$ cat src/four_digit_display_formatter_assert.svh
// assertion macros for the four-digit display formatter
// no dependencies; taken in by the top level with an include
`ifndef FOUR_DIGIT_DISPLAY_FORMATTER_ASSERT_SVH
`define FOUR_DIGIT_DISPLAY_FORMATTER_ASSERT_SVH
`ifndef ASSERT_OFF
// antecedent implies consequent in the same cycle
`define FDDF_ASSERT_IMP(label, clk, rst, ante, cons) \
   label: assert property (@(posedge clk) disable iff (rst) (ante) |-> (cons)) \
      else $error("fddf: %m check failed");
// antecedent implies consequent in the next cycle
`define FDDF_ASSERT_NXT(label, clk, rst, ante, cons) \
   label: assert property (@(posedge clk) disable iff (rst) (ante) |=> (cons)) \
      else $error("fddf: %m check failed");
`else
`define FDDF_ASSERT_IMP(label, clk, rst, ante, cons)
`define FDDF_ASSERT_NXT(label, clk, rst, ante, cons)
`endif
`endif

$ cat src/fddf_pkg.sv
// types and constants of the four-digit display formatter
// no dependencies; used by the interfaces and all modules
`default_nettype none

package fddf_pkg;

   localparam int NumDigits = 4;
   localparam int CodeW     = 6;
   localparam int DigitW    = 4;
   localparam int ValueW    = 16;
   localparam int MagW      = 14;
   localparam int PatternW  = NumDigits * CodeW;

   // range limits in 16-bit two's complement
   localparam logic [ValueW-1:0] UnderLimit = 16'hFC19;   // -999
   localparam logic [ValueW-1:0] OverLimit  = 16'd9999;

   // reciprocal multipliers: x/10, x/100, x/1000 exact for x up to 9999
   localparam logic [15:0] RecipTen      = 16'd52429;  // shift 19
   localparam logic [12:0] RecipHundred  = 13'd5243;   // shift 19
   localparam logic [13:0] RecipThousand = 14'd8389;   // shift 23

   localparam logic [DigitW-1:0] Ten = 4'd10;

   // configuration register indexes
   typedef enum logic [1:0] {
      CsrBlankCode    = 2'd0,
      CsrMinusCode    = 2'd1,
      CsrUnderPattern = 2'd2,
      CsrOverPattern  = 2'd3
   } csr_index_type;

   typedef logic [CodeW-1:0] code_type;

   typedef struct packed {
      code_type                          blank_code;
      code_type                          minus_code;
      logic [NumDigits-1:0][CodeW-1:0]   under_pattern;
      logic [NumDigits-1:0][CodeW-1:0]   over_pattern;
   } cfg_type;

   typedef struct packed {
      logic              action;
      logic [ValueW-1:0] value;
      logic [1:0]        zero_fill_pos;
      logic [2:0]        point_pos;
   } item_type;

   typedef struct packed {
      logic [NumDigits-1:0][CodeW-1:0] code;
      logic [NumDigits-1:0]            point;
   } result_type;

endpackage

`default_nettype wire

$ cat src/fddf_req_if.sv
// request channel of the display formatter: one value to format
// depends on fddf_pkg for field widths
`default_nettype none

interface fddf_req_if;
   logic                           valid;
   logic                           ready;
   logic                           action;
   logic [fddf_pkg::ValueW-1:0]    value;
   logic [1:0]                     zero_fill_pos;
   logic [2:0]                     point_pos;

   modport source (output valid, action, value, zero_fill_pos, point_pos, input ready);
   modport sink   (input valid, action, value, zero_fill_pos, point_pos, output ready);
endinterface

`default_nettype wire

$ cat src/fddf_rsp_if.sv
// response channel of the display formatter: four codes and four points
// depends on fddf_pkg for field widths
`default_nettype none

interface fddf_rsp_if;
   logic                          valid;
   logic                          ready;
   logic [fddf_pkg::CodeW-1:0]    code_digit0;
   logic [fddf_pkg::CodeW-1:0]    code_digit1;
   logic [fddf_pkg::CodeW-1:0]    code_digit2;
   logic [fddf_pkg::CodeW-1:0]    code_digit3;
   logic                          point_digit0;
   logic                          point_digit1;
   logic                          point_digit2;
   logic                          point_digit3;

   modport source (output valid, code_digit0, code_digit1, code_digit2, code_digit3,
                   point_digit0, point_digit1, point_digit2, point_digit3, input ready);
   modport sink   (input valid, code_digit0, code_digit1, code_digit2, code_digit3,
                   point_digit0, point_digit1, point_digit2, point_digit3, output ready);
endinterface

`default_nettype wire

$ cat src/fddf_digits.sv
// combinational formatting of one value into four codes and points
// depends on fddf_pkg for types and constants
`default_nettype none

module fddf_digits (
   input  wire fddf_pkg::item_type   item,
   input  wire fddf_pkg::cfg_type    cfg,
   output fddf_pkg::result_type      result
);

   logic                                neg;
   logic                                under;
   logic                                over;
   logic [fddf_pkg::ValueW-1:0]         abs_val;
   logic [fddf_pkg::MagW-1:0]           mag;
   logic [29:0]                         prod_ten;
   logic [26:0]                         prod_hundred;
   logic [27:0]                         prod_thousand;
   logic [9:0]                          q_ten;
   logic [6:0]                          q_hundred;
   logic [3:0]                          q_thousand;
   logic [fddf_pkg::NumDigits-1:0][fddf_pkg::DigitW-1:0] dec_dig;
   logic [fddf_pkg::NumDigits-1:0]      dec_nz;
   logic [fddf_pkg::NumDigits-1:0]      hex_nz;
   logic [fddf_pkg::NumDigits-1:0][fddf_pkg::DigitW-1:0] dig;
   logic [fddf_pkg::NumDigits-1:0]      nz;

   // sign, range and magnitude
   assign neg     = item.value[fddf_pkg::ValueW-1];
   assign under   = neg && (item.value < fddf_pkg::UnderLimit);
   assign over    = !neg && (item.value > fddf_pkg::OverLimit);
   assign abs_val = neg ? (~item.value + 16'd1) : item.value;
   assign mag     = abs_val[fddf_pkg::MagW-1:0];

   // quotients by reciprocal multiplication
   assign prod_ten      = 30'(mag) * 30'(fddf_pkg::RecipTen);
   assign prod_hundred  = 27'(mag) * 27'(fddf_pkg::RecipHundred);
   assign prod_thousand = 28'(mag) * 28'(fddf_pkg::RecipThousand);
   assign q_ten         = prod_ten[28:19];
   assign q_hundred     = prod_hundred[25:19];
   assign q_thousand    = prod_thousand[26:23];

   // decimal digits as remainders, exact modulo 16
   assign dec_dig[0] = mag[3:0]       - q_ten[3:0]      * fddf_pkg::Ten;
   assign dec_dig[1] = q_ten[3:0]     - q_hundred[3:0]  * fddf_pkg::Ten;
   assign dec_dig[2] = q_hundred[3:0] - q_thousand      * fddf_pkg::Ten;
   assign dec_dig[3] = q_thousand;

   // digit still inside the number (not a leading zero)
   assign dec_nz = {mag >= 14'd1000, mag >= 14'd100, mag >= 14'd10, mag != 14'd0};
   assign hex_nz = {|item.value[15:12], |item.value[15:8], |item.value[15:4],
                    |item.value};

   assign dig = item.action ? item.value : dec_dig;
   assign nz  = item.action ? hex_nz : dec_nz;

   // per-digit code and point selection
   always_comb begin
      for (int d = 0; d < fddf_pkg::NumDigits; d++) begin
         if (nz[d]) begin
            result.code[d] = fddf_pkg::CodeW'(dig[d]);
         end else if (2'(d) <= item.zero_fill_pos) begin
            result.code[d] = '0;
         end else begin
            result.code[d] = cfg.blank_code;
         end
         result.point[d] = !item.action && (item.point_pos == 3'(d));
      end
      if (!item.action) begin
         if (under) begin
            result.code  = cfg.under_pattern;
            result.point = '0;
         end else if (over) begin
            result.code  = cfg.over_pattern;
            result.point = '0;
         end else if (neg) begin
            result.code[fddf_pkg::NumDigits-1] = cfg.minus_code;
         end
      end
   end

endmodule

`default_nettype wire

$ cat src/four_digit_display_formatter.sv
// Four-digit display formatter. Each request carries a 16-bit value and is
// turned into four 6-bit character codes and four point bits, digit 0 rightmost,
// as signed decimal (with under/over patterns and a minus sign) or as hex.
// One request can be taken every clock cycle while results are accepted. A
// request is captured in the input register; its formatted result then
// moves into the result register, once that register is empty or its
// result transfers, and is offered on rsp from there. Both registers
// hold their item under backpressure: while a result waits the block takes
// one more request into the input register, then holds req ready low until
// the waiting result transfers. Configuration registers are written through
// csr_we/csr_index/csr_wdata and should only change while no request is in
// flight.
// Depends on fddf_pkg, fddf_req_if, fddf_rsp_if and fddf_digits.
`default_nettype none

`include "four_digit_display_formatter_assert.svh"

module four_digit_display_formatter (
   input  wire logic                         clock,
   input  wire logic                         reset,
   fddf_req_if.sink                          req,
   fddf_rsp_if.source                        rsp,
   input  wire logic                         csr_we,
   input  wire logic [1:0]                   csr_index,
   input  wire logic [fddf_pkg::PatternW-1:0] csr_wdata
);

   fddf_pkg::cfg_type    cfg_ff;
   fddf_pkg::cfg_type    cfg_in;
   logic                 s1_valid_ff;
   logic                 s1_valid_in;
   fddf_pkg::item_type   s1_item_ff;
   fddf_pkg::item_type   s1_item_in;
   logic                 rsp_valid_ff;
   logic                 rsp_valid_in;
   fddf_pkg::result_type rsp_data_ff;
   fddf_pkg::result_type rsp_data_in;
   fddf_pkg::result_type fmt_result;
   logic                 rsp_load;
   logic                 s1_load;

   // configuration writes
   always_comb begin
      cfg_in = cfg_ff;
      if (csr_we) begin
         case (fddf_pkg::csr_index_type'(csr_index))
            fddf_pkg::CsrBlankCode: begin
               cfg_in.blank_code = csr_wdata[fddf_pkg::CodeW-1:0];
            end
            fddf_pkg::CsrMinusCode: begin
               cfg_in.minus_code = csr_wdata[fddf_pkg::CodeW-1:0];
            end
            fddf_pkg::CsrUnderPattern: begin
               cfg_in.under_pattern = csr_wdata;
            end
            fddf_pkg::CsrOverPattern: begin
               cfg_in.over_pattern = csr_wdata;
            end
            default: begin
               cfg_in = cfg_ff;
            end
         endcase
      end
   end

   always_ff @(posedge clock) begin
      if (reset) begin
         cfg_ff <= '0;
      end else begin
         cfg_ff <= cfg_in;
      end
   end

   // pipeline flow control
   assign rsp_load  = !rsp_valid_ff || rsp.ready;
   assign s1_load   = !s1_valid_ff || rsp_load;
   assign req.ready = s1_load;

   // input register
   always_comb begin
      s1_valid_in = s1_valid_ff;
      s1_item_in  = s1_item_ff;
      if (s1_load) begin
         s1_valid_in              = req.valid;
         s1_item_in.action        = req.action;
         s1_item_in.value         = req.value;
         s1_item_in.zero_fill_pos = req.zero_fill_pos;
         s1_item_in.point_pos     = req.point_pos;
      end
   end

   always_ff @(posedge clock) begin
      if (reset) begin
         s1_valid_ff <= 1'b0;
      end else begin
         s1_valid_ff <= s1_valid_in;
      end
      s1_item_ff <= s1_item_in;
   end

   // formatting logic
   fddf_digits u_digits (
      .item   (s1_item_ff),
      .cfg    (cfg_ff),
      .result (fmt_result)
   );

   // result register
   always_comb begin
      rsp_valid_in = rsp_valid_ff;
      rsp_data_in  = rsp_data_ff;
      if (rsp_load) begin
         rsp_valid_in = s1_valid_ff;
         rsp_data_in  = fmt_result;
      end
   end

   always_ff @(posedge clock) begin
      if (reset) begin
         rsp_valid_ff <= 1'b0;
      end else begin
         rsp_valid_ff <= rsp_valid_in;
      end
      rsp_data_ff <= rsp_data_in;
   end

   // result transfer
   assign rsp.valid        = rsp_valid_ff;
   assign rsp.code_digit0  = rsp_data_ff.code[0];
   assign rsp.code_digit1  = rsp_data_ff.code[1];
   assign rsp.code_digit2  = rsp_data_ff.code[2];
   assign rsp.code_digit3  = rsp_data_ff.code[3];
   assign rsp.point_digit0 = rsp_data_ff.point[0];
   assign rsp.point_digit1 = rsp_data_ff.point[1];
   assign rsp.point_digit2 = rsp_data_ff.point[2];
   assign rsp.point_digit3 = rsp_data_ff.point[3];

   // checks
   `FDDF_ASSERT_NXT(a_stage_moves, clock, reset, s1_valid_ff && rsp_load, rsp_valid_ff)
   `FDDF_ASSERT_IMP(a_ready_when_empty, clock, reset, !req.ready, s1_valid_ff && rsp_valid_ff)
   `FDDF_ASSERT_IMP(a_one_point, clock, reset, rsp_valid_ff, $onehot0(rsp_data_ff.point))

endmodule

`default_nettype wire
$ cat src/flat_wrapper.sv
// flat-port wrapper written by rule: the top's interface ports become plain ports
module four_digit_display_formatter_flat 
  (clock, reset, csr_we, csr_index, csr_wdata, req_valid, req_action, req_value, req_zero_fill_pos, req_point_pos, req_ready, rsp_valid, rsp_code_digit0, rsp_code_digit1, rsp_code_digit2, rsp_code_digit3, rsp_point_digit0, rsp_point_digit1, rsp_point_digit2, rsp_point_digit3, rsp_ready);
  fddf_req_if req_i ();
  fddf_rsp_if rsp_i ();
  input  wire logic clock;
  input  wire logic reset;
  input  wire logic csr_we;
  input  wire logic [1:0] csr_index;
  input  wire logic [fddf_pkg::PatternW-1:0] csr_wdata;
  input wire logic [$bits(req_i.valid)-1:0] req_valid;
  input wire logic [$bits(req_i.action)-1:0] req_action;
  input wire logic [$bits(req_i.value)-1:0] req_value;
  input wire logic [$bits(req_i.zero_fill_pos)-1:0] req_zero_fill_pos;
  input wire logic [$bits(req_i.point_pos)-1:0] req_point_pos;
  output wire logic [$bits(req_i.ready)-1:0] req_ready;
  output wire logic [$bits(rsp_i.valid)-1:0] rsp_valid;
  output wire logic [$bits(rsp_i.code_digit0)-1:0] rsp_code_digit0;
  output wire logic [$bits(rsp_i.code_digit1)-1:0] rsp_code_digit1;
  output wire logic [$bits(rsp_i.code_digit2)-1:0] rsp_code_digit2;
  output wire logic [$bits(rsp_i.code_digit3)-1:0] rsp_code_digit3;
  output wire logic [$bits(rsp_i.point_digit0)-1:0] rsp_point_digit0;
  output wire logic [$bits(rsp_i.point_digit1)-1:0] rsp_point_digit1;
  output wire logic [$bits(rsp_i.point_digit2)-1:0] rsp_point_digit2;
  output wire logic [$bits(rsp_i.point_digit3)-1:0] rsp_point_digit3;
  input wire logic [$bits(rsp_i.ready)-1:0] rsp_ready;
  assign req_i.valid = req_valid;
  assign req_i.action = req_action;
  assign req_i.value = req_value;
  assign req_i.zero_fill_pos = req_zero_fill_pos;
  assign req_i.point_pos = req_point_pos;
  assign req_ready = req_i.ready;
  assign rsp_valid = rsp_i.valid;
  assign rsp_code_digit0 = rsp_i.code_digit0;
  assign rsp_code_digit1 = rsp_i.code_digit1;
  assign rsp_code_digit2 = rsp_i.code_digit2;
  assign rsp_code_digit3 = rsp_i.code_digit3;
  assign rsp_point_digit0 = rsp_i.point_digit0;
  assign rsp_point_digit1 = rsp_i.point_digit1;
  assign rsp_point_digit2 = rsp_i.point_digit2;
  assign rsp_point_digit3 = rsp_i.point_digit3;
  assign rsp_i.ready = rsp_ready;
  four_digit_display_formatter u_core (.clock(clock), .reset(reset), .req(req_i), .rsp(rsp_i), .csr_we(csr_we), .csr_index(csr_index), .csr_wdata(csr_wdata));
endmodule
$ cat config.mk
export PLATFORM = sky130hd
export DESIGN_NAME = four_digit_display_formatter_flat
export DESIGN_NICKNAME = d
export VERILOG_FILES = /design/src/fddf_pkg.sv /design/src/fddf_req_if.sv /design/src/fddf_rsp_if.sv /design/src/fddf_digits.sv /design/src/four_digit_display_formatter.sv /design/src/flat_wrapper.sv
export VERILOG_INCLUDE_DIRS = /design/src /design/src/src
export SDC_FILE = /design/constraint.sdc
export NUM_CORES = 1
export LEC_CHECK = 0
export BUFFER_PORTS_ARGS = -buffer_cell sky130_fd_sc_hd__buf_2
export CAP_MARGIN = 20
export CORE_ASPECT_RATIO = 1.75
export CORE_MARGIN = 3
export CORE_UTILIZATION = 30
export DETAILED_ROUTE_END_ITERATION = 12
export PLACE_DENSITY = 0.44
export SLEW_MARGIN = 20
export SYNTH_ARGS = -nofsm -noshare
export SYNTH_HDL_FRONTEND = slang
export SYNTH_SLANG_ARGS = --single-unit
$ cat constraint.sdc
create_clock -name clock -period 23.6 [get_ports clock]
set_input_delay 4.72 -clock clock [delete_from_list [all_inputs] [get_ports clock]]
set_output_delay 4.72 -clock clock [all_outputs]
set_load 0.05 [all_outputs]
==> results_dict.tcl <==
set metrics [dict create \
    status "finished clean" \
    final-max-slew-violation-count 0 \
    port_buffers 82 \
    setup_viol 0 \
    clock_latency_ns 0.36 \
    cts_tree "done" \
    via_per_inst 4.81 \
    dr.pass1.iters 4 \
    fin_crit_sh_pct 44.1 \
    startpoint_type "input port" \
    min_path_cells 2 \
    placementRows 100 \
    cts_sinks 112 \
    synth_cells 1382 \
    ant_nets 0 \
    layout_commonest_cell "inv_1" \
    die_x_um 164 \
    use_met1_pct 17.3 \
    cts_inserted_buffers 9 \
    drive_above_1_share_pct 9.21 \
    cp.arrival_ns 5.68 \
    r2r-start "u_core.s1_item_ff[5]" \
    crit_start "rsp_ready" \
    clk_path_buf_depth 2 \
    hp-start "u_core.cfg_ff[1]" \
    synth_edf_count 50 \
    antenna_found_initial 0 \
    syn_avg_cell_area_um2 9.46 \
    core_area_um2 42800 \
    endpoint_kind "output port" \
    worst_slew_pin_slew_ns 1.13 \
    min_period_ns 10.40 \
    clk_pin_slew_ns 0.08 \
    netlist.area_leader.share_pct 23.3 \
    max_freq_ghz 0.0962 \
    r2r_slack_ns 13.34 \
    cts_root_buf "clkbuf_16" \
    synth-seq-cells 112 \
    postCtsHoldBufs 0 \
    relSlewSlack_pct 24.1 \
    path_class "in2out" \
    ys_warn_count 0 \
    overflow 0 \
    grt_pass1_vias 10700 \
    routabilityCongestion 0.864 \
    crit_chain "buf_2 -> nor2b_1 -> nand2_1 -> buf_4 -> buf_2" \
    finClkSkew_ns 0.00985 \
    cpMostUsedCell "buf_2" \
    r2r-end "u_core.rsp.code_digit1[3]" \
    async_flop_share_pct 0 \
    dieHeight_um 282 \
    grt_use_met3_pct 1.35 \
    hp-class "reg2reg" \
    dp.cells 2010 \
    synth_top_cell_by_area "ha_1" \
    cp_slowest_cell "buf_2" \
    synth_ff_type "dfxtp_1" \
    syn_area_um2 13100 \
    rsz0062_at_grt "no" \
    track_usage_pct 18.8 \
    drc 0 \
    vias 9755 \
    io_pins 83 \
    rr_worst_depth 32 \
    multi_input_area_um2 9090 \
    fillCellCount 4523 \
    totalWireLength_mm 42.4 \
    wl_per_cell_um 20.9 \
    critPathMaxFanout 23 \
    dpl.hpwl_mm 36.3 \
    start_util_pct 30.6 \
    synth.top_cells.by_area "ha_1, fa_1, edfxtp_1, dfxtp_1, inv_1" \
    final_cells 2027 \
    met2_usage_pct 38.5 \
    ys_seq_area_share_pct 21.0 \
    grt_pass1_wl_mm 63.8 \
    syn_to_final_growth_pct 10.8 \
    synthDistinctLibCells 75 \
    grt_max_degree 63 \
    final_cell_mix "inv_1, ha_1, fa_1" \
    grt_busiest_layer "met2" \
    cts_setup_buffers 0 \
    drtIter0Drc 313 \
    critical-path-max-stage-delay_ns 0.27 \
    synth_nets 1811 \
    htree_levels 3 \
    seqCellArea_um2 2740 \
    whs_endpoint "u_core.cfg_ff[1]" \
    worstPathRequired_ns 18.88 \
    n_antenna_cell 0 \
    cts_resized 0 \
    hold_violations 0 \
    maxCapViolCount 0 \
    dieArea_um2 46200 \
    nets 1890 \
    setup_tns_ns 0 \
]
==> through the flow <==
stage          util (%)  setup slack (ns)  hold WS (ns)  area, um^2
2_1_floorplan         -             13.29         0.436       13100
3_3_place_gp       33.2             13.20         0.442       14200
3_5_place_dp       33.2             13.19         0.447       14200
4_1_cts            33.9             13.20         0.457       14500
5_1_grt            33.9             12.70         0.478       14500
6_report           33.9             13.20         0.455       14500
==> worst max-delay path: cells and delay by family <==
kind | cells | cell delay (ns)
buf+inv | 3 | 0.62
simple gates | 2 | 0.30
==> synth_stat cells (all sizes together), types with 3 or more instances <==
library cell / count
inv: 293
ha: 244
fa: 132
nand2: 127
a21oi: 94
dfxtp: 62
edfxtp: 50
nor2: 48
o21ai: 36
xnor2: 31
clkbuf: 30
mux2i: 16
a22oi: 13
o22ai: 13
nand3: 12
nor3: 12
xor2: 11
a21o: 8
a221oi: 8
nand2b: 8
a211oi: 7
nand4: 7
nor2b: 7
o31ai: 7
a31oi: 6
and2: 6
and3: 6
nor3b: 6
or2: 6
and4: 5
o211ai: 5
o21a: 5
buf: 4
nor4: 4
o41ai: 4
or3: 4
a2bb2oi: 3
a32oi: 3
o21bai: 3
or4: 3
xnor3: 3
==> final cells by class <==
type                    instances  area share [%]
clock inverters                 5           0.354
multi-input cells             941            62.7
inverters                     295            7.64
clock buffers                  11            1.61
repair buffers                102            3.89
well taps                     561            4.84
flip-flops and latches        112            18.9
==> logic make-up after synthesis <==
kind of cell | Yosys count | share of synthesized area, %
adder cells (fa/ha/maj) | 376 | 43.6
buffers and inverters | 329 | 9.57
AND/OR/NAND/NOR | 264 | 9.35
AO/OA/AOI/OAI | 239 | 11.8
flip-flops | 112 | 21.0
XOR/XNOR | 45 | 3.39
multiplexers | 17 | 1.34
==> how the worst max path moves through the flow <==
stage / end / slack [ns] / depth (start not counted)
floorplan: req_ready / 13.29 / 2
global placement: req_ready / 13.20 / 5
detailed placement: req_ready / 13.19 / 5
CTS: req_ready / 13.20 / 5
global route: u_core.rsp.code_digit1[3] / 12.70 / 32
finish: req_ready / 13.20 / 5
==> layer usage <==
layer  up-vias  part of all wire, %
li1       4750                    -
met1      4741                   33
met2       168                   58
met3        96                  1.6
met4         0                  7.0
met5         -                    0
==> flip-flops by register name (all words and copies together), names as in the netlist, 6 cells and up <==
name	flops
u_core.cfg_ff	60
u_core.s1_item_ff	22
u_core.rsp.code_digit0	6
u_core.rsp.code_digit1	6
u_core.rsp.code_digit2	6
u_core.rsp.code_digit3	6
Power is not shown: default switching activity piles up to over one toggle a cycle in this logic, so the estimate is an artifact.
